### src/hdl/tfd_pkg.sv
// ----------------------------------------------------------------------------
// tfd_pkg
// Shared types, codes and constants of the TLV frame deframer with CRC-16.
// ----------------------------------------------------------------------------
package tfd_pkg;

    // frame layout
    localparam int unsigned MAX_FRAME_BYTES_DEF = 8;
    localparam int unsigned MIN_LEN             = 6;
    localparam int unsigned OVERHEAD_BYTES      = 5;
    localparam int unsigned HDR_BYTES           = 3;
    localparam int unsigned MAX_VALUE_BYTES     = 3;

    // crc-16 itu-t
    localparam logic [15:0] CRC_POLY = 16'h1021;

    // configuration port
    localparam int unsigned CFG_IDX_W  = 3;
    localparam int unsigned CFG_DATA_W = 16;

    localparam logic [CFG_IDX_W-1:0] REG_START_BYTE = 3'd0;
    localparam logic [CFG_IDX_W-1:0] REG_MIN_LEN    = 3'd1;
    localparam logic [CFG_IDX_W-1:0] REG_MAX_LEN    = 3'd2;
    localparam logic [CFG_IDX_W-1:0] REG_CRC_INIT   = 3'd3;

    // register reset values
    localparam logic [7:0]  START_BYTE_RST = 8'hFD;
    localparam logic [3:0]  MIN_LEN_RST    = 4'd6;
    localparam logic [3:0]  MAX_LEN_RST    = 4'd8;
    localparam logic [15:0] CRC_INIT_RST   = 16'h0000;

    // result status codes
    typedef enum logic [1:0] {
        ST_GOOD    = 2'd0,
        ST_CRC_ERR = 2'd1,
        ST_LEN_ERR = 2'd2
    } status_t;

    // receive phases
    typedef enum logic [2:0] {
        PH_HUNT   = 3'd0,
        PH_TAG    = 3'd1,
        PH_LEN    = 3'd2,
        PH_VALUE  = 3'd3,
        PH_CRC_HI = 3'd4,
        PH_CRC_LO = 3'd5
    } phase_t;

    // configuration registers as seen by the parser
    typedef struct packed {
        logic [7:0]  start_byte;
        logic [3:0]  min_frame_len;
        logic [3:0]  max_frame_len;
        logic [15:0] crc_init;
    } cfg_t;

    // one result item
    typedef struct packed {
        logic [1:0] status;
        logic [7:0] frame_tag;
        logic [7:0] frame_length;
        logic [1:0] value_count;
        logic [7:0] value_first;
        logic [7:0] value_second;
        logic [7:0] value_third;
    } result_t;

endpackage

### src/hdl/tfd_byte_if.sv
// ----------------------------------------------------------------------------
// tfd_byte_if
// Valid/ready channel carrying one received byte per transfer.
// ----------------------------------------------------------------------------
interface tfd_byte_if;

    logic       valid;
    logic       ready;
    logic [7:0] rx_byte;

    modport source (output valid, output rx_byte, input ready);
    modport sink   (input valid, input rx_byte, output ready);

endinterface

### src/hdl/tfd_result_if.sv
// ----------------------------------------------------------------------------
// tfd_result_if
// Valid/ready channel carrying one frame report per transfer.
// ----------------------------------------------------------------------------
interface tfd_result_if;

    logic       valid;
    logic       ready;
    logic [1:0] status;
    logic [7:0] frame_tag;
    logic [7:0] frame_length;
    logic [1:0] value_count;
    logic [7:0] value_first;
    logic [7:0] value_second;
    logic [7:0] value_third;

    modport source (
        output valid, output status, output frame_tag, output frame_length,
        output value_count, output value_first, output value_second,
        output value_third, input ready
    );
    modport sink (
        input valid, input status, input frame_tag, input frame_length,
        input value_count, input value_first, input value_second,
        input value_third, output ready
    );

endinterface

### src/hdl/tfd_cfg_regs.sv
// ----------------------------------------------------------------------------
// tfd_cfg_regs
// Configuration register file: start byte, length bounds and crc seed.
// ----------------------------------------------------------------------------
module tfd_cfg_regs
(
    input  logic                                 clk,
    input  logic                                 rst_n,
    input  logic                                 cfg_we,
    input  logic [tfd_pkg::CFG_IDX_W-1:0]        cfg_index,
    input  logic [tfd_pkg::CFG_DATA_W-1:0]       cfg_data,
    output tfd_pkg::cfg_t                        cfg
);

    tfd_pkg::cfg_t cfg_reg;
    tfd_pkg::cfg_t cfg_next;

    // register write decode, unknown indexes are ignored
    always_comb
    begin
        cfg_next = cfg_reg;
        if (cfg_we)
        begin
            unique case (cfg_index)
                tfd_pkg::REG_START_BYTE: cfg_next.start_byte    = cfg_data[7:0];
                tfd_pkg::REG_MIN_LEN:    cfg_next.min_frame_len = cfg_data[3:0];
                tfd_pkg::REG_MAX_LEN:    cfg_next.max_frame_len = cfg_data[3:0];
                tfd_pkg::REG_CRC_INIT:   cfg_next.crc_init      = cfg_data[15:0];
                default:                 cfg_next               = cfg_reg;
            endcase
        end
    end

    always_ff @(posedge clk or negedge rst_n)
    begin
        if (!rst_n)
        begin
            cfg_reg.start_byte    <= tfd_pkg::START_BYTE_RST;
            cfg_reg.min_frame_len <= tfd_pkg::MIN_LEN_RST;
            cfg_reg.max_frame_len <= tfd_pkg::MAX_LEN_RST;
            cfg_reg.crc_init      <= tfd_pkg::CRC_INIT_RST;
        end
        else
        begin
            cfg_reg <= cfg_next;
        end
    end

    assign cfg = cfg_reg;

endmodule

### src/hdl/tfd_crc16.sv
// ----------------------------------------------------------------------------
// tfd_crc16
// One-byte update of CRC-16 ITU-T, msb first, no reflection.
// ----------------------------------------------------------------------------
module tfd_crc16
(
    input  logic [15:0] crc_in,
    input  logic [7:0]  data,
    output logic [15:0] crc_out
);

    logic [15:0] crc_work;

    // eight shift steps of the polynomial divider
    always_comb
    begin
        crc_work = crc_in ^ {data, 8'h00};
        for (int k = 0; k < 8; k++)
        begin
            if (crc_work[15])
            begin
                crc_work = {crc_work[14:0], 1'b0} ^ tfd_pkg::CRC_POLY;
            end
            else
            begin
                crc_work = {crc_work[14:0], 1'b0};
            end
        end
        crc_out = crc_work;
    end

endmodule

### src/hdl/tfd_parser.sv
// ----------------------------------------------------------------------------
// tfd_parser
// Frame state machine: hunts for the start byte, checks length, gathers
// value bytes, runs the crc and builds the frame report.
// ----------------------------------------------------------------------------
module tfd_parser
#(
    parameter int unsigned MAX_FRAME_BYTES = tfd_pkg::MAX_FRAME_BYTES_DEF
)
(
    input  logic              clk,
    input  logic              rst_n,
    input  tfd_pkg::cfg_t     cfg,
    input  logic              step,
    input  logic [7:0]        rx_byte,
    output logic              res_valid,
    output tfd_pkg::result_t  res
);

    localparam int unsigned VALUE_DEPTH = MAX_FRAME_BYTES - tfd_pkg::OVERHEAD_BYTES;
    localparam logic [7:0]  MAX_LEN     = 8'(MAX_FRAME_BYTES);
    localparam logic [7:0]  MIN_LEN     = 8'(tfd_pkg::MIN_LEN);
    localparam logic [3:0]  HDR_BYTES   = 4'(tfd_pkg::HDR_BYTES);
    localparam logic [3:0]  VALUE_END   = 4'(tfd_pkg::HDR_BYTES + tfd_pkg::MAX_VALUE_BYTES);

    tfd_pkg::phase_t phase_reg, phase_next;
    logic [3:0]      byte_count_reg, byte_count_next;
    logic [7:0]      tag_reg, tag_next;
    logic [7:0]      length_reg, length_next;
    logic [15:0]     crc_reg, crc_next;
    logic [7:0]      crc_hi_reg, crc_hi_next;
    logic [7:0]      value_reg [VALUE_DEPTH];

    logic [15:0]     crc_seed;
    logic [15:0]     crc_upd;
    logic            start_hit;
    logic            len_ok;
    logic [3:0]      count_inc;
    logic            value_done;
    logic [3:0]      slot_diff;
    logic [1:0]      value_slot;
    logic [1:0]      value_cnt;
    logic [7:0]      len_minus2;
    logic [7:0]      val_sel [tfd_pkg::MAX_VALUE_BYTES];

    // byte-wide crc update, seeded from the register at the start byte
    assign crc_seed = (phase_reg == tfd_pkg::PH_HUNT) ? cfg.crc_init : crc_reg;

    tfd_crc16 u_crc
    (
        .crc_in  (crc_seed),
        .data    (rx_byte),
        .crc_out (crc_upd)
    );

    // decode helpers
    assign start_hit  = (rx_byte == cfg.start_byte);
    assign len_ok     = (rx_byte >= {4'd0, cfg.min_frame_len})
                     && (rx_byte <= {4'd0, cfg.max_frame_len})
                     && (rx_byte >= MIN_LEN) && (rx_byte <= MAX_LEN);
    assign count_inc  = byte_count_reg + 4'd1;
    assign len_minus2 = length_reg - 8'd2;
    assign value_done = ({4'd0, count_inc} >= len_minus2) || (count_inc >= VALUE_END);
    assign slot_diff  = byte_count_reg - HDR_BYTES;
    assign value_slot = (slot_diff == 4'd0) ? 2'd0 :
                        (slot_diff > 4'd2)  ? 2'd2 : slot_diff[1:0];
    assign value_cnt  = 2'(length_reg - 8'(tfd_pkg::OVERHEAD_BYTES));

    // next state
    always_comb
    begin
        phase_next = phase_reg;
        if (step)
        begin
            unique case (phase_reg)
                tfd_pkg::PH_HUNT:   phase_next = start_hit ? tfd_pkg::PH_TAG : tfd_pkg::PH_HUNT;
                tfd_pkg::PH_TAG:    phase_next = tfd_pkg::PH_LEN;
                tfd_pkg::PH_LEN:    phase_next = len_ok ? tfd_pkg::PH_VALUE : tfd_pkg::PH_HUNT;
                tfd_pkg::PH_VALUE:  phase_next = value_done ? tfd_pkg::PH_CRC_HI
                                                            : tfd_pkg::PH_VALUE;
                tfd_pkg::PH_CRC_HI: phase_next = tfd_pkg::PH_CRC_LO;
                tfd_pkg::PH_CRC_LO: phase_next = tfd_pkg::PH_HUNT;
                default:            phase_next = tfd_pkg::PH_HUNT;
            endcase
        end
    end

    // datapath register updates
    always_comb
    begin
        byte_count_next = byte_count_reg;
        tag_next        = tag_reg;
        length_next     = length_reg;
        crc_next        = crc_reg;
        crc_hi_next     = crc_hi_reg;
        if (step)
        begin
            unique case (phase_reg)
                tfd_pkg::PH_HUNT:
                begin
                    if (start_hit)
                    begin
                        crc_next        = crc_upd;
                        byte_count_next = 4'd1;
                    end
                end
                tfd_pkg::PH_TAG:
                begin
                    tag_next        = rx_byte;
                    crc_next        = crc_upd;
                    byte_count_next = 4'd2;
                end
                tfd_pkg::PH_LEN:
                begin
                    length_next = rx_byte;
                    if (len_ok)
                    begin
                        crc_next        = crc_upd;
                        byte_count_next = HDR_BYTES;
                    end
                    else
                    begin
                        byte_count_next = 4'd0;
                    end
                end
                tfd_pkg::PH_VALUE:
                begin
                    crc_next        = crc_upd;
                    byte_count_next = count_inc;
                end
                tfd_pkg::PH_CRC_HI:
                begin
                    crc_hi_next     = rx_byte;
                    byte_count_next = count_inc;
                end
                tfd_pkg::PH_CRC_LO:
                begin
                    byte_count_next = 4'd0;
                end
                default:
                begin
                    byte_count_next = 4'd0;
                end
            endcase
        end
    end

    // value fields beyond the count read as zero
    for (genvar k = 0; k < tfd_pkg::MAX_VALUE_BYTES; k++)
    begin : g_val_sel
        if (k < VALUE_DEPTH)
        begin : g_stored
            assign val_sel[k] = (value_cnt > 2'(k)) ? value_reg[k] : 8'd0;
        end
        else
        begin : g_absent
            assign val_sel[k] = 8'd0;
        end
    end

    // report outputs
    always_comb
    begin
        res_valid        = 1'b0;
        res.status       = tfd_pkg::ST_GOOD;
        res.frame_tag    = tag_reg;
        res.frame_length = length_reg;
        res.value_count  = 2'd0;
        res.value_first  = 8'd0;
        res.value_second = 8'd0;
        res.value_third  = 8'd0;
        unique case (phase_reg)
            tfd_pkg::PH_LEN:
            begin
                res_valid        = step && !len_ok;
                res.status       = tfd_pkg::ST_LEN_ERR;
                res.frame_length = rx_byte;
            end
            tfd_pkg::PH_CRC_LO:
            begin
                res_valid        = step;
                res.status       = ({crc_hi_reg, rx_byte} == crc_reg) ? tfd_pkg::ST_GOOD
                                                                      : tfd_pkg::ST_CRC_ERR;
                res.value_count  = value_cnt;
                res.value_first  = val_sel[0];
                res.value_second = val_sel[1];
                res.value_third  = val_sel[2];
            end
            default:
            begin
                res_valid = 1'b0;
            end
        endcase
    end

    // control and header registers
    always_ff @(posedge clk or negedge rst_n)
    begin
        if (!rst_n)
        begin
            phase_reg      <= tfd_pkg::PH_HUNT;
            byte_count_reg <= 4'd0;
            tag_reg        <= 8'd0;
            length_reg     <= 8'd0;
            crc_reg        <= 16'd0;
            crc_hi_reg     <= 8'd0;
        end
        else
        begin
            phase_reg      <= phase_next;
            byte_count_reg <= byte_count_next;
            tag_reg        <= tag_next;
            length_reg     <= length_next;
            crc_reg        <= crc_next;
            crc_hi_reg     <= crc_hi_next;
        end
    end

    // value byte store
    always_ff @(posedge clk)
    begin
        for (int k = 0; k < VALUE_DEPTH; k++)
        begin
            if (step && (phase_reg == tfd_pkg::PH_VALUE) && (value_slot == 2'(k)))
            begin
                value_reg[k] <= rx_byte;
            end
        end
    end

endmodule

### src/hdl/tlv_frame_deframer_crc16.sv
// ----------------------------------------------------------------------------
// tlv_frame_deframer_crc16
// TLV frame deframer with CRC-16 ITU-T check.
//
// Received bytes come in on rx, one per transfer. The block hunts for the
// configured start byte, then takes tag, total length, one to three value
// bytes and a big-endian CRC. For every frame it sends one report on res:
// good frame, crc mismatch, or length out of range (sent right after the
// length byte, hunting resumes with the next byte).
// Throughput: one byte per cycle while res is not stalled. A byte goes into
// an input register and is parsed from there; its report lands in the
// output register, from which res offers it. The per-byte crc update sets
// the critical path.
// When res is stalled with a report pending, the input register still
// takes one byte; further bytes wait until res takes the report.
// Reset returns the block to hunting and loads the register defaults
// (start byte 0xfd, lengths 6 to 8, crc seed zero). Configuration is written
// through cfg_we / cfg_index / cfg_data; the user must write it only while
// no frame is in progress, and the block does not enforce this.
// ----------------------------------------------------------------------------
module tlv_frame_deframer_crc16
#(
    parameter int unsigned MAX_FRAME_BYTES = tfd_pkg::MAX_FRAME_BYTES_DEF
)
(
    input  logic                           clk,
    input  logic                           rst_n,
    input  logic                           cfg_we,
    input  logic [tfd_pkg::CFG_IDX_W-1:0]  cfg_index,
    input  logic [tfd_pkg::CFG_DATA_W-1:0] cfg_data,
    tfd_byte_if.sink                       rx,
    tfd_result_if.source                   res
);

    tfd_pkg::cfg_t    cfg;
    logic             in_valid_reg;
    logic [7:0]       in_byte_reg;
    logic             advance;
    logic             p_valid;
    tfd_pkg::result_t p_res;
    logic             out_valid_reg;
    tfd_pkg::result_t out_reg;

    tfd_cfg_regs u_cfg
    (
        .clk       (clk),
        .rst_n     (rst_n),
        .cfg_we    (cfg_we),
        .cfg_index (cfg_index),
        .cfg_data  (cfg_data),
        .cfg       (cfg)
    );

    // the held byte moves on once the result slot is free this cycle
    assign advance  = in_valid_reg && (!out_valid_reg || res.ready);
    assign rx.ready = !in_valid_reg || advance;

    // input register
    always_ff @(posedge clk or negedge rst_n)
    begin
        if (!rst_n)
        begin
            in_valid_reg <= 1'b0;
        end
        else if (rx.ready)
        begin
            in_valid_reg <= rx.valid;
        end
    end

    always_ff @(posedge clk)
    begin
        if (rx.valid && rx.ready)
        begin
            in_byte_reg <= rx.rx_byte;
        end
    end

    tfd_parser #(
        .MAX_FRAME_BYTES (MAX_FRAME_BYTES)
    ) u_parser (
        .clk       (clk),
        .rst_n     (rst_n),
        .cfg       (cfg),
        .step      (advance),
        .rx_byte   (in_byte_reg),
        .res_valid (p_valid),
        .res       (p_res)
    );

    // result register
    always_ff @(posedge clk or negedge rst_n)
    begin
        if (!rst_n)
        begin
            out_valid_reg <= 1'b0;
        end
        else if (advance && p_valid)
        begin
            out_valid_reg <= 1'b1;
        end
        else if (res.ready)
        begin
            out_valid_reg <= 1'b0;
        end
    end

    always_ff @(posedge clk)
    begin
        if (advance && p_valid)
        begin
            out_reg <= p_res;
        end
    end

    // result channel
    assign res.valid        = out_valid_reg;
    assign res.status       = out_reg.status;
    assign res.frame_tag    = out_reg.frame_tag;
    assign res.frame_length = out_reg.frame_length;
    assign res.value_count  = out_reg.value_count;
    assign res.value_first  = out_reg.value_first;
    assign res.value_second = out_reg.value_second;
    assign res.value_third  = out_reg.value_third;

endmodule
### src/flat_wrapper.sv
// flat-port wrapper written by rule: the top's interface ports become plain ports
module tlv_frame_deframer_crc16_flat 
#(
    parameter int unsigned MAX_FRAME_BYTES = tfd_pkg::MAX_FRAME_BYTES_DEF
)
  (clk, rst_n, cfg_we, cfg_index, cfg_data, rx_valid, rx_rx_byte, rx_ready, res_valid, res_status, res_frame_tag, res_frame_length, res_value_count, res_value_first, res_value_second, res_value_third, res_ready);
  tfd_byte_if rx_i ();
  tfd_result_if res_i ();
  input  logic clk;
  input  logic rst_n;
  input  logic cfg_we;
  input  logic [tfd_pkg::CFG_IDX_W-1:0] cfg_index;
  input  logic [tfd_pkg::CFG_DATA_W-1:0] cfg_data;
  input wire logic [$bits(rx_i.valid)-1:0] rx_valid;
  input wire logic [$bits(rx_i.rx_byte)-1:0] rx_rx_byte;
  output wire logic [$bits(rx_i.ready)-1:0] rx_ready;
  output wire logic [$bits(res_i.valid)-1:0] res_valid;
  output wire logic [$bits(res_i.status)-1:0] res_status;
  output wire logic [$bits(res_i.frame_tag)-1:0] res_frame_tag;
  output wire logic [$bits(res_i.frame_length)-1:0] res_frame_length;
  output wire logic [$bits(res_i.value_count)-1:0] res_value_count;
  output wire logic [$bits(res_i.value_first)-1:0] res_value_first;
  output wire logic [$bits(res_i.value_second)-1:0] res_value_second;
  output wire logic [$bits(res_i.value_third)-1:0] res_value_third;
  input wire logic [$bits(res_i.ready)-1:0] res_ready;
  assign rx_i.valid = rx_valid;
  assign rx_i.rx_byte = rx_rx_byte;
  assign rx_ready = rx_i.ready;
  assign res_valid = res_i.valid;
  assign res_status = res_i.status;
  assign res_frame_tag = res_i.frame_tag;
  assign res_frame_length = res_i.frame_length;
  assign res_value_count = res_i.value_count;
  assign res_value_first = res_i.value_first;
  assign res_value_second = res_i.value_second;
  assign res_value_third = res_i.value_third;
  assign res_i.ready = res_ready;
  tlv_frame_deframer_crc16 #(.MAX_FRAME_BYTES(MAX_FRAME_BYTES)) u_core (.clk(clk), .rst_n(rst_n), .cfg_we(cfg_we), .cfg_index(cfg_index), .cfg_data(cfg_data), .rx(rx_i), .res(res_i));
endmodule
### config.mk
export PLATFORM = sky130hd
export DESIGN_NAME = tlv_frame_deframer_crc16_flat
export DESIGN_NICKNAME = d
export VERILOG_FILES = /design/src/hdl/tfd_pkg.sv /design/src/hdl/tfd_byte_if.sv /design/src/hdl/tfd_result_if.sv /design/src/hdl/tfd_cfg_regs.sv /design/src/hdl/tfd_crc16.sv /design/src/hdl/tfd_parser.sv /design/src/hdl/tlv_frame_deframer_crc16.sv /design/src/flat_wrapper.sv
export SDC_FILE = /design/constraint.sdc
export NUM_CORES = 1
export LEC_CHECK = 0
export ABC_AREA = 1
export BUFFER_PORTS_ARGS = -buffer_cell sky130_fd_sc_hd__buf_2
export CAP_MARGIN = 20
export CORE_MARGIN = 5
export CORE_UTILIZATION = 34
export DETAILED_ROUTE_END_ITERATION = 10
export PLACE_DENSITY = 0.6
export SLEW_MARGIN = 20
export SYNTH_ARGS = -nofsm -noshare
export SYNTH_HDL_FRONTEND = slang
export SYNTH_SLANG_ARGS = --single-unit
### constraint.sdc
create_clock -name clk -period 5.47 [get_ports clk]
set_clock_uncertainty 0.1 [all_clocks]
set_input_delay 0.8205 -clock clk [delete_from_list [all_inputs] [get_ports clk]]
set_output_delay 0.8205 -clock clk [all_outputs]
set_load 0.02 [all_outputs]
# [Word-level counts from Yosys, hierarchy flattened]
# Memories as Yosys holds them, arrays and structs flattened. A register that Yosys moved wholly into a read port is not among the register bits.
# Index checks and enable logic that the tools add are counted.
[word_totals] regBits=109 ram_bits=24 input_bits=32 elab_cells=135 n_memories=1
[mem_list] memory="u_core.u_parser.value_reg" depth=3 width=8 rd=3 rd_ports_with_merged_regs=3 write_ports=1 line="tfd_parser.sv:32" source="logic [7:0] value_reg [VALUE_DEPTH];"
[op_classes] addsub=4 magnitude_cmp=10 eq_ne=14 mux=39 bitwise_logic=9 n_reduce_logical=41
[ops] cell="2-to-1 mux 13 bit" n=8
[ops] cell="2-to-1 mux 16 bit" n=3
[ops] cell="case mux 16 bit (3 select lines)" n=1
[ops] cell="2-to-1 mux 8 bit" n=3
[ops] cell="inverter 3 bit" n=8
[ops] cell="AND reduction 2 bit" n=10
[ops] cell="== test 16 bit" n=1
[ops] cell="case mux 4 bit (4 select lines)" n=1
[ops] cell="OR reduction 8 bit" n=2
[ops] cell="bitwise XOR 16 bit" n=1
[ops] cell="case mux 3 bit (5 select lines)" n=1
[ops] cell="== test 3 x 2 -> 1 bit (second input constant)" n=4
[ops] cell="2-to-1 mux 1 bit" n=12
[ops] cell="2-to-1 mux 2 bit" n=6
[ops] cell="logical AND 1 bit" n=11
[ops] cell="== test 8 bit" n=1
[ops] cell=">= comparator 4 x 8 -> 1 bit" n=1
[ops] cell=">= comparator 8 x 3 -> 1 bit (second input constant)" n=1
[ops] cell=">= comparator 8 x 4 -> 1 bit" n=1
[ops] cell="less-or-equal comparator 8 x 4 -> 1 bit" n=1
[ops] cell="less-or-equal comparator 8 x 4 -> 1 bit (second input constant)" n=1
[ops] cell="subtractor 8 x 2 -> 8 bit (second input constant)" n=1
[ops] cell="== test 3 x 1 -> 1 bit (second input constant)" n=2
[ops] cell="== test 3 bit (second input constant)" n=2
[ops] cell="other kinds (23)" n=34

# [Logic depth before layout (Yosys ltp)]
# Gate-level depths: netlist of run 1.
[logic_depth] depth_word=21 mapped_depth=17 depth_no_buf=16

# [By module]
# Synthesis of run 1 repeated with hierarchy kept, for this count alone.
[unflattened] hier_cells=847 hier_area_um2=7532.2
[by_module_without_submodules] mod="tfd_parser" instances=1 cells_per_inst=517 area_each_um2=4052.6 seq_area_each_um2=1896.8
[by_module_without_submodules] mod="tlv_frame_deframer_crc16" instances=1 cells_per_inst=67 area_each_um2=1667.8 seq_area_each_um2=1611.5
[by_module_without_submodules] mod="tfd_cfg_regs" instances=1 cells_per_inst=148 area_each_um2=1322.5 seq_area_each_um2=813.3
[by_module_without_submodules] mod="tfd_crc16" instances=1 cells_per_inst=115 area_each_um2=489.2 seq_area_each_um2=0.0

# [Worst setup path after synthesis of run 1]
# Ideal clock, no wire load.
[synth_path] path_kind="flip-flop to flip-flop" start="register u_core.in_byte_reg[0]" end="register u_core.out_reg, in the netlist u_core.res.frame_length[0], enable pin" setup_time_ps=462 arrival_ps=3540 t_required_ps=4908 path_slack_ps=1368 stages_incl_launch_ff=14 path_buffers=0 synth_period_minus_slack_ps=4102 cell_sequence="edfxtp_1 inv_2 ha_1 inv_1 nand2_1 nand2_1 nand2_1 nand2_1 nand2_1 nand2_1 nand2_1 nand2_2 nand2_4 a21oi_1"
[synth_via] elab_chain_cells=8 word_cells_on_any_way=11 cone_classes="order compare (4); mux (1); reduce/logical (6)"
[synth_lines] element="start: declaration" line="tlv_frame_deframer_crc16.sv:37" source="logic [7:0] in_byte_reg;"
[synth_lines] element="start signal: assignment" line="tlv_frame_deframer_crc16.sv:75" source="in_byte_reg <= rx.rx_byte;"
[synth_lines] element=">= comparator 8 x 4 -> 1 bit / less-or-equal comparator 8 x 4 -> 1 bit (equally long branches)" line="tfd_parser.sv:58, tfd_parser.sv:59"
[synth_lines] element="logical AND 1 bit" line="tfd_parser.sv:59" source="&& (rx_byte <= {4'd0, cfg.max_frame_len})"
[synth_lines] element="logical AND 1 bit" line="tfd_parser.sv:60" source="&& (rx_byte >= MIN_LEN) && (rx_byte <= MAX_LEN);"
[synth_lines] element="logical AND 1 bit (*)" line="tfd_parser.sv:60"
[synth_lines] element="logical NOT 1 bit (*)" line="tfd_parser.sv:175" source="res_valid = step && !len_ok;"
[synth_lines] element="logical AND 1 bit (*)" line="tfd_parser.sv:175"
[synth_lines] element="case mux 1 bit (2 select lines) (*)" line="tfd_parser.sv:172" source="unique case (phase_reg)"
[synth_lines] element="logical AND 1 bit (*)" line="tlv_frame_deframer_crc16.sv:110" source="if (advance && p_valid)"
[synth_lines] element="end signal: assignment" line="tlv_frame_deframer_crc16.sv:112" source="out_reg <= p_res;"
[synth_lines] element="end: declaration" line="tlv_frame_deframer_crc16.sv:42" source="tfd_pkg::result_t out_reg;"
# Every way passes the cells marked *; elsewhere a longest branch is shown, timed or not.
# A chain may end at the register's enable or synchronous reset.

# [Worst setup path in the final report of run 1]
[layout_path] start="register u_core.in_byte_reg[0]" end="register u_core.out_reg, in the netlist u_core.res.frame_tag[7], enable pin"
# The elaborated chain is that of the path after synthesis.

==> impl_metrics.json, run 1 <==
{
  "status": "finished clean",
  "synth_top_area_cell": "edfxtp_1",
  "instances_no_fill": 1168,
  "ys_seq_area_frac": 0.584,
  "synthArstFlopShare": 0.516,
  "synth_warnings": 0,
  "drive_gt1_frac": 0.179,
  "crit_required_ps": 5440,
  "synth-main-ff-cell": "edfxtp_1",
  "post-route-period-util": 0.516,
  "synth_area_leaders": "edfxtp_1 31%, dfrtp_1 24%, nand2_1 13%",
  "fin_area_sq_um": 8660,
  "synth_cell_types": 39,
  "synth_edf_count": 76,
  "r2r-start": "u_core.in_byte_reg[0]",
  "netlist_area_sq_um": 7400,
  "synthMostInstantiatedCell": "nand2_1",
  "fin_setup_tns_ps": 0,
  "synth.cells.most_frequent": "250 x nand2_1, 96 x inv_1, 76 x edfxtp_1, 71 x dfrtp_1, 67 x o21ai_0",
  "slew_headroom": 0.355,
  "rsz0062_at_grt": "false",
  "avgSynthCellArea_sq_um": 9.36,
  "synth-seq-cells": 157,
  "antenna_found_initial": 0,
  "worstSetupEndpointType": "flip-flop",
  "num_vias": 5379,
  "grt_usage": 0.144,
  "die_h_um": 158,
  "ir_drop_mv": 0.240,
  "io-pin-count": 78,
  "cts_buffers": 17,
  "drt_iter0_markers": 355,
  "syn_nets": 841,
  "p_leak_nw": 4.09,
  "cts.sinks": 157,
  "crit_chain": "inv_2 > ha_1 > inv_1 > nand2_1 > nand2_1 > nand2_1 > nand2_1 > nand2_1 > nand2_1 > nand2_1 > nand2_2 > nand2_4 > a21oi_4 > buf_4",
  "num_rows": 54,
  "grt_pass1_vias": 5073,
  "crit_top_cell": "nand2_1",
  "finalCriticalPeriod_ps": 2820,
  "gp_congestion": 0.847,
  "ctsHoldBuffers": 0,
  "globalRouteOverflowTotal": 0,
  "post_cts_buffers": 0,
  "synthCells": 791,
  "firstDrtPassIters": 5,
  "wl_per_cell_um": 15.0,
  "hold_path.class": "in2async",
  "tightest_slew_ps": 965,
  "dpl_cell_area_sq_um": 8070,
  "hold_violations": 0,
  "crit_arrival_ps": 2790,
  "dpl.hpwl_um": 12200,
  "largest_reg_flops": 32,
  "cp_slowest_stage_delay_ps": 600,
  "dp.cells": 1136,
  "insertion_delay_ps": 440,
  "cts-resized-gates": 0,
  "synth_top_area_frac": 0.308,
  "critical_path_class": "reg2reg",
  "cap_viol_max_count": 0,
  "rr_endpoint": "u_core.res.frame_tag[7]",
  "crit_path_max_fanout": 45,
  "p_per_area_nw_per_um2": 516,
  "final_nets": 925,
  "remaining_drc_errors": 0,
  "htreeDepth": 4,
  "fmax_mhz": 354,
  "n_antenna_cell": 0,
  "critPathSlowestCell": "edfxtp_1",
  "multi_input_area_sq_um": 2590,
  "drv_slew": 0,
  "clock_path_buffers": 2,
  "grt_max_degree": 52,
  "r2r_slack_ps": 2650,
  "drt-total-wl_um": 17600,
  "regArea_sq_um": 4320,
  "ant_nets": 0,
  "design.core.area_sq_um": 21600,
  "clockRootBuffer": "clkbuf_16",
  "nFillCells": 2206,
  "portBuffers": 77,
  "die_area_sq_um": 24800,
  "via_per_inst": 4.61,
  "initial_core_util": 0.342,
  "worstSetupStartpointType": "flip-flop",
  "die_x_um": 158,
  "setup_viol": 0,
  "syn_to_final_growth_pct": 17.0,
  "clk_pin_slew_ps": 60,
  "cts_tree": "yes",
  "grt_pass1_wl_um": 27200,
  "reg2regPathDepth": 14
}
[where the power goes]
part           switching, mW  internal [mW]
clock                  0.516          0.680
sequential             0.192           1.56
combinational           1.01          0.511
total                   1.72           2.75
[routing by layer]
metal / track usage / share of wire / vias up
li1: - / - / 2719
met1: 0.189 / 0.45 / 2467
met2: 0.234 / 0.47 / 170
met3: 0.0379 / 0.065 / 23
met4: 0.0471 / 0.016 / 0
met5: 0 / 0 / -
[how the worst max path moves through the flow]
stage	from	to	slack, ps	cells past startpoint
2_1_floorplan	u_core.in_byte_reg[0]	u_core.res.frame_length[0]	1370	13
3_3_place_gp	u_core.in_byte_reg[0]	u_core.res.value_second[6]	2650	14
3_5_place_dp	u_core.in_byte_reg[0]	u_core.res.value_second[1]	2620	14
4_1_cts	u_core.in_byte_reg[0]	u_core.res.value_second[0]	2610	14
5_1_grt	u_core.in_byte_reg[0]	u_core.res.status[0]	2420	14
6_report	u_core.in_byte_reg[0]	u_core.res.frame_tag[7]	2650	14
[critical path, delay by kind of cell, from the launching register on]
kind	cells	cell delay, ps
AOI/OAI and AO/OA	1	120
buffers and inverters	3	740
adders and majority gates	1	330
and+or+nand+nor	9	490
DFF	1	600
[metrics by stage]
| step | worst slack, ps | hold WS (ps) | total power, mW | util |
|---|---|---|---|---|
| global placement | 2650 | 339 | 3.27 | 0.373 |
| global route | 2420 | 246 | 4.80 | 0.401 |
| finish | 2650 | 219 | 4.47 | 0.401 |
| detailed placement | 2620 | 330 | 3.30 | 0.373 |
| CTS | 2610 | 221 | 4.51 | 0.401 |
| floorplan | 1370 | 325 | 2.92 | - |
[cell families (layout without fill, tap and decap cells)]
| group | after synthesis | count (layout) | share of synthesized area |
|---|---|---|---|
| and+or+nand+nor | 382 | 382 | 0.220 |
| buffers and inverters | 120 | 217 | 0.0678 |
| adders and majority gates | 18 | 18 | 0.0304 |
| AOI/OAI and AO/OA | 86 | 86 | 0.0622 |
| muxes | 6 | 6 | 0.00896 |
| DFF | 157 | 157 | 0.584 |
| xor gates and xnor gates | 22 | 22 | 0.0270 |
[area by class of cell]
| cell class | count | area share |
|---|---|---|
| Inverter | 105 | 0.0461 |
| Sequential cell | 157 | 0.499 |
| Clock buffer | 17 | 0.0491 |
| Multi-Input combinational cell | 514 | 0.299 |
| Tap cell | 280 | 0.0405 |
| Clock inverter | 15 | 0.0188 |
| Timing Repair Buffer | 80 | 0.0474 |
[layout by cell type, fill, tap and decap left out, types with 4 or more instances in the layout]
cell / synthesis / final
nand2_1: 250 / 250
nand3_1: 46 / 46
xor2_1: 7 / 7
buf_4: 0 / 4
a21oi_1: 11 / 10
mux2_2: 5 / 5
o21ai_0: 67 / 67
nand2_2: 12 / 12
dfstp_2: 10 / 10
xnor2_1: 14 / 14
nor2_1: 47 / 47
inv_1: 96 / 96
ha_1: 18 / 18
clkbuf_16: 0 / 17
edfxtp_1: 76 / 76
dfrtp_1: 71 / 71
nand3b_1: 4 / 4
buf_2: 4 / 76
nand4_1: 5 / 5
inv_2: 8 / 8
Power figures use the tool's default switching activity.
==> run 2, diff against run 1 <==
==> constraint.sdc (replaced) <==
create_clock -name clk -period 3 [get_ports clk]
set_clock_uncertainty 0.1 [all_clocks]
set_input_delay 0.45 -clock clk [delete_from_list [all_inputs] [get_ports clk]]
set_output_delay 0.45 -clock clk [all_outputs]
set_load 0.02 [all_outputs]
==> impl_metrics.json, run 2 (synthesized netlist as in run 1, its figures left out) <==
{
  "ir_drop_mv": 0.459,
  "die_area_sq_um": 24800,
  "globalRouteOverflowTotal": 0,
  "grt_max_degree": 47,
  "critPathSlowestCell": "edfxtp_1",
  "clock_path_buffers": 2,
  "hold_violations": 0,
  "worstHoldEndpoint": "u_core.in_byte_reg[6]",
  "post-route-util": 0.405,
  "drive_gt1_frac": 0.186,
  "remaining_drc_errors": 0,
  "layout_commonest_cell": "nand2_1",
  "nFillCells": 2166,
  "final_nets": 931,
  "slew_headroom": 0.323,
  "antenna_found_initial": 0,
  "cp_slowest_stage_delay_ps": 650,
  "cts-resized-gates": 0,
  "p_leak_nw": 4.15,
  "num_vias": 5467,
  "crit_top_cell": "nand2_1",
  "gp_congestion": 0.879,
  "final_cell_mix": "250 x nand2_1, 96 x inv_1, 76 x buf_2, 76 x edfxtp_1, 71 x dfrtp_1",
  "syn_to_final_growth_pct": 18.2,
  "cts_buffers": 17,
  "cts_tree": "yes",
  "die_h_um": 158,
  "p_per_area_nw_per_um2": 940,
  "clk_pin_slew_ps": 70,
  "tightest_slew_ps": 1010,
  "cap_viol_max_count": 0,
  "fmax_mhz": 402,
  "crit_required_ps": 3010,
  "ant_nets": 0,
  "crit_chain": "ha_1 > inv_1 > o21bai_1 > nand2_1 > nand2_1 > a21oi_2 > nand2_2 > nand2_4 > a21oi_4 > buf_12",
  "critical_path_class": "reg2reg",
  "r2r_slack_ps": 510,
  "cts.sinks": 157,
  "post_cts_buffers": 0,
  "grt_usage": 0.146,
  "via_per_inst": 4.66,
  "hp-start": "rx_rx_byte[6]",
  "rsz0062_at_grt": "false",
  "io-pin-count": 78,
  "design.core.area_sq_um": 21600,
  "largest_reg_flops": 32,
  "num_rows": 54,
  "r2r-start": "u_core.in_byte_reg[1]",
  "insertion_delay_ps": 430,
  "fin_area_sq_um": 8750,
  "setup_viol": 0,
  "rr_endpoint": "u_core.res.frame_length[2]",
  "wl_per_cell_um": 15.0,
  "dpl.hpwl_um": 12700,
  "worstSetupEndpointType": "flip-flop",
  "instances_no_fill": 1174,
  "htreeDepth": 4,
  "drv_slew": 0,
  "portBuffers": 77,
  "hold_path.class": "in2reg",
  "post-route-period-util": 0.829,
  "dp.cells": 1141,
  "drt-total-wl_um": 17600,
  "crit_path_max_fanout": 45,
  "initial_core_util": 0.342,
  "whs_path_depth": 1,
  "n_antenna_cell": 0,
  "drt_iter0_markers": 453,
  "firstDrtPassIters": 6,
  "grt_pass1_vias": 5120,
  "die_x_um": 158,
  "reg2regPathDepth": 10,
  "ctsHoldBuffers": 1,
  "fin_hold_ws_ps": 115,
  "dpl_cell_area_sq_um": 8130,
  "fin_setup_tns_ps": 0,
  "clockRootBuffer": "clkbuf_16",
  "grt_pass1_wl_um": 27600,
  "crit_arrival_ps": 2490,
  "status": "finished clean",
  "worstSetupStartpointType": "flip-flop",
  "finalCriticalPeriod_ps": 2490
}
-- run 2: cell count changes in the layout (fill, tap and decap cells not counted) --
cell,before,now
buf_12,0,2
buf_4,4,7
clkinv_1,3,1
clkinv_2,0,1
clkinv_8,0,1
clkinvlp_4,3,0
dlygate4sd3_1,0,1
inv_6,3,7
inv_8,3,2
-- run 2: power breakdown --
group	switching (mW)	leakage, nW	internal (mW)
Sequential	0.350	1.70	2.84
Clock	0.936	0.298	1.26
Combinational	1.88	2.15	0.964
Total	3.16	4.15	5.06
-- run 2: metrics by stage --
step,worst slack [ps],power (mW)
3_3_place_gp,569,6.01
2_1_floorplan,350,5.32
4_1_cts,492,8.28
6_report,514,8.22
3_5_place_dp,498,6.05
5_1_grt,364,8.80
-- run 2: critical path: cells and delay by family (launching register included) --
family | cells | cell delay, ps
flops | 1 | 650
fa+ha+maj | 1 | 430
compound gates | 3 | 340
simple gates | 4 | 300
buf+inv | 2 | 300
-- run 2: layout make-up --
class | count | area, sq um | area share
sequential | 157 | 4320 | 0.494
clock buffer | 17 | 425 | 0.0486
inverter | 105 | 399 | 0.0456
clock inverter | 15 | 178 | 0.0203
multi-input combinational | 514 | 2590 | 0.296
timing repair buffer | 86 | 483 | 0.0552
tap | 280 | 350 | 0.0401
-- run 2: worst max path at each step --
stage / slack [ps] / depth (start not counted) / end / startpoint
floorplan: 350 / 5 / u_core.u_parser.value_reg[1][0] / u_core.u_parser.byte_count_reg[0]
global placement: 570 / 10 / u_core.res.status[0] / u_core.in_byte_reg[1]
detailed placement: 500 / 7 / u_core.u_parser.value_reg[0][6] / res_ready
CTS: 490 / 10 / u_core.res.value_second[1] / u_core.in_byte_reg[1]
global route: 360 / 12 / u_core.u_parser.crc_reg[8] / u_core.in_byte_reg[2]
finish: 510 / 10 / u_core.res.frame_length[2] / u_core.in_byte_reg[1]
-- run 2: routing by layer --
layer  vias to the layer above  track usage  part of all wire
met3                        16       0.0311             0.071
met5                         -            0                 0
met2                       184        0.230              0.46
li1                       2733            -                 -
met1                      2534        0.201              0.45
met4                         0       0.0504             0.016
==> run 3, diff against run 2 <==
--- a/config.mk
+++ b/config.mk
@@ -5,7 +5,7 @@
 export SDC_FILE = /design/constraint.sdc
 export NUM_CORES = 1
 export LEC_CHECK = 0
-export ABC_AREA = 1
+export ABC_AREA = 0
 export BUFFER_PORTS_ARGS = -buffer_cell sky130_fd_sc_hd__buf_2
 export CAP_MARGIN = 20
 export CORE_MARGIN = 5
==> constraint.sdc (replaced) <==
create_clock -name clk -period 2.55 [get_ports clk]
set_clock_uncertainty 0.1 [all_clocks]
set_input_delay 0.3825 -clock clk [delete_from_list [all_inputs] [get_ports clk]]
set_output_delay 0.3825 -clock clk [all_outputs]
set_load 0.02 [all_outputs]
==> impl_metrics.json, run 3 <==
{
  "antenna_found_initial": 0,
  "startpoint": "u_core.u_cfg.cfg[19]",
  "worstSetupEndpointType": "flip-flop",
  "crit_path_max_fanout": 16,
  "portBuffers": 77,
  "slew_headroom": 0.559,
  "critPathSlowestCell": "dfstp_2",
  "drt-total-wl_um": 16000,
  "crit_required_ps": 2760,
  "synth_top_family_by_area": "multiplexers",
  "clk_pin_slew_ps": 70,
  "n_antenna_cell": 0,
  "cap_viol_max_count": 0,
  "crit_chain": "inv_1 > ha_1 > nor2b_1 > o32ai_2 > a31oi_2 > nor3b_4 > buf_12 > mux2_2",
  "synth_warnings": 0,
  "post-route-period-util": 0.971,
  "rr_endpoint": "u_core.u_parser.crc_reg[15]",
  "synth_top_area_cell": "edfxtp_1",
  "synthCells": 521,
  "gp_congestion": 0.832,
  "reg2regPathDepth": 8,
  "internal_power_mw": 5.95,
  "drt_iter0_markers": 156,
  "p_comb_frac": 0.287,
  "initial_core_util": 0.348,
  "num_rows": 52,
  "netlist_area_sq_um": 7090,
  "pre_cts_slack_ps": 3.39,
  "r2r-start": "u_core.u_cfg.cfg[19]",
  "synth_area_leaders": "edfxtp_1 32%, dfrtp_1 25%, mux2_2 7.9%",
  "clock_path_buffers": 2,
  "synth_edf_count": 76,
  "p_leak_nw": 3.75,
  "ys_seq_area_frac": 0.610,
  "die_h_um": 154,
  "firstDrtPassIters": 4,
  "via_per_inst": 4.74,
  "p_seq_frac": 0.409,
  "wl_per_cell_um": 17.4,
  "grt_usage": 0.138,
  "synth.cells.most_frequent": "76 x edfxtp_1, 71 x dfrtp_1, 50 x mux2_2, 41 x nand2_1, 40 x xnor2_1",
  "avgSynthCellArea_sq_um": 13.6,
  "synth-seq-cells": 157,
  "synth_cell_types": 48,
  "grtUsageMet1": 0.187,
  "final_cell_mix": "76 x buf_2, 76 x edfxtp_1, 71 x dfrtp_1",
  "power_frac_clock": 0.304,
  "io-pin-count": 78,
  "synth_top_area_frac": 0.322,
  "cts.sinks": 157,
  "post-route-util": 0.430,
  "endpoint": "u_core.u_parser.crc_reg[15]",
  "gr-usage-met2": 0.219,
  "status": "finished clean",
  "insertion_delay_ps": 430,
  "hold_violations": 0,
  "p_switching_mw": 2.76,
  "cts_buffers": 17,
  "synth-xor-area-share": 0.0685,
  "muxShareOfSynthArea": 0.123,
  "fmax_mhz": 404,
  "hold_path.class": "in2reg",
  "cp_slowest_stage_delay_ps": 520,
  "r2r_slack_ps": 70,
  "grt_busiest_layer": "met2",
  "remaining_drc_errors": 0,
  "dpl.hpwl_um": 11400,
  "critical_path_class": "reg2reg",
  "ant_nets": 0,
  "synth-main-ff-cell": "edfxtp_1",
  "design.core.area_sq_um": 20400,
  "final_nets": 689,
  "die_area_sq_um": 23800,
  "p_per_area_nw_per_um2": 993,
  "drive_gt1_frac": 0.365,
  "globalRouteOverflowTotal": 0,
  "synthSimpleGateAreaFrac": 0.0955,
  "drv_slew": 0,
  "synthArstFlopShare": 0.516,
  "worstSetupStartpointType": "flip-flop",
  "setup_viol": 0,
  "synthMostInstantiatedCell": "edfxtp_1",
  "fin_ws_ps": 73.7,
  "grt_pass1_vias": 4638,
  "grt_max_degree": 39,
  "largest_reg_flops": 32,
  "finalCriticalPeriod_ps": 2480,
  "htreeDepth": 4,
  "crit_arrival_ps": 2680,
  "grt_use_met3": 0.0380,
  "switching_share": 0.317,
  "grt_pass1_wl_um": 25600,
  "syn_nets": 571,
  "clockRootBuffer": "clkbuf_16",
  "synthAdderAreaFrac": 0.0318,
  "cts_tree": "yes",
  "die_x_um": 154,
  "synth_compound_area_frac": 0.0436,
  "rsz0062_at_grt": "true",
  "num_vias": 4373,
  "ir_drop_mv": 0.526,
  "syn_to_final_growth_pct": 23.7,
  "tightest_slew_ps": 659
}
[run 3: changes by cell type in the layout (fill, tap and decap cells not counted), sizes merged, moves of 5 or more]
cell and change:
nand2 -223, inv -84, mux2 +55, nand3 -41
o21ai -40, buf +30, nor2 -29, xnor2 +29
and2 +19, mux2i +15, and3 +10, nand2b +5
nor3b +5
[run 3: layout make-up]
| cell class | count | area [sq um] |
|---|---|---|
| clock buffer | 17 | 425 |
| inverter | 18 | 67.6 |
| clock inverter | 15 | 189 |
| timing repair buffer | 118 | 803 |
| tap | 270 | 338 |
| multi-input combinational | 327 | 2620 |
| fill | 1852 | 11600 |
| sequential | 157 | 4320 |
[run 3: worst min-delay path by stage]
stage	slack, ps	from	cells past startpoint	end
after floorplan	-10	rst_n	0	u_core.in_valid_reg
after global placement	290	rst_n	1	u_core.u_cfg.cfg[7]
after detailed placement	300	rst_n	1	u_core.u_cfg.cfg[7]
after CTS	30	rx_rx_byte[1]	1	u_core.in_byte_reg[1]
after global routing	30	rx_rx_byte[1]	1	u_core.in_byte_reg[1]
final	50	rx_rx_byte[1]	1	u_core.in_byte_reg[1]
[run 3: what timing repair did]
item | in CTS | in global routing
setup buffers | 0 | 3
hold buffers | 1 | 0
endpoints found under the setup margin | 6 | 50
cloned | 0 | 3
pin swaps | 0 | 2
hold endpoints to repair | 26 | 0
resized for setup | 1 | 7
[run 3: worst max-delay path: cells and delay by family, from the launching register on]
family / cells / cell delay [ps]
multiplexers: 1 / 350
buffers and inverters: 2 / 240
AND/OR/NAND/NOR: 2 / 380
flip-flops: 1 / 520
adder cells (fa/ha/maj): 1 / 280
AO/OA/AOI/OAI: 2 / 470
[run 3: layer usage]
layer  up-vias  share of wire
li1       2083              -
met1      2143           0.45
met2       122           0.47
met3        25          0.063
met4         0          0.020
met5         -              0
[run 3: logic make-up (layout without fill, tap and decap cells)]
logic type / Yosys count / in the layout
DFF: 157 / 157
and+or+nand+nor: 128 / 128
muxes: 76 / 76
AOI/OAI and AO/OA: 53 / 53
xor gates and xnor gates: 52 / 52
buffers and inverters: 37 / 168
adders and majority gates: 18 / 18
[run 3: power by group through the flow]
stage	sequential (mW)	clock (mW)	combinational [mW]
after detailed placement	3.60	0	2.39
final	3.56	2.65	2.50
after global routing	3.62	2.82	2.75
after floorplan	3.62	0	1.69
after global placement	3.58	0	2.32
after CTS	3.56	2.69	2.42
[run 3: per-stage QoR]
stage	TNS (ps)	std cells	power [mW]	hold slack, ps	instance area [sq um]
floorplan	-4610	521	5.31	-13.1	7100
global placement	0	883	5.91	292	8010
detailed placement	0	883	5.99	298	8010
CTS	0	916	8.67	33.1	8640
global route	-322	922	9.19	26.6	8770
finish	0	922	8.71	45.6	8770
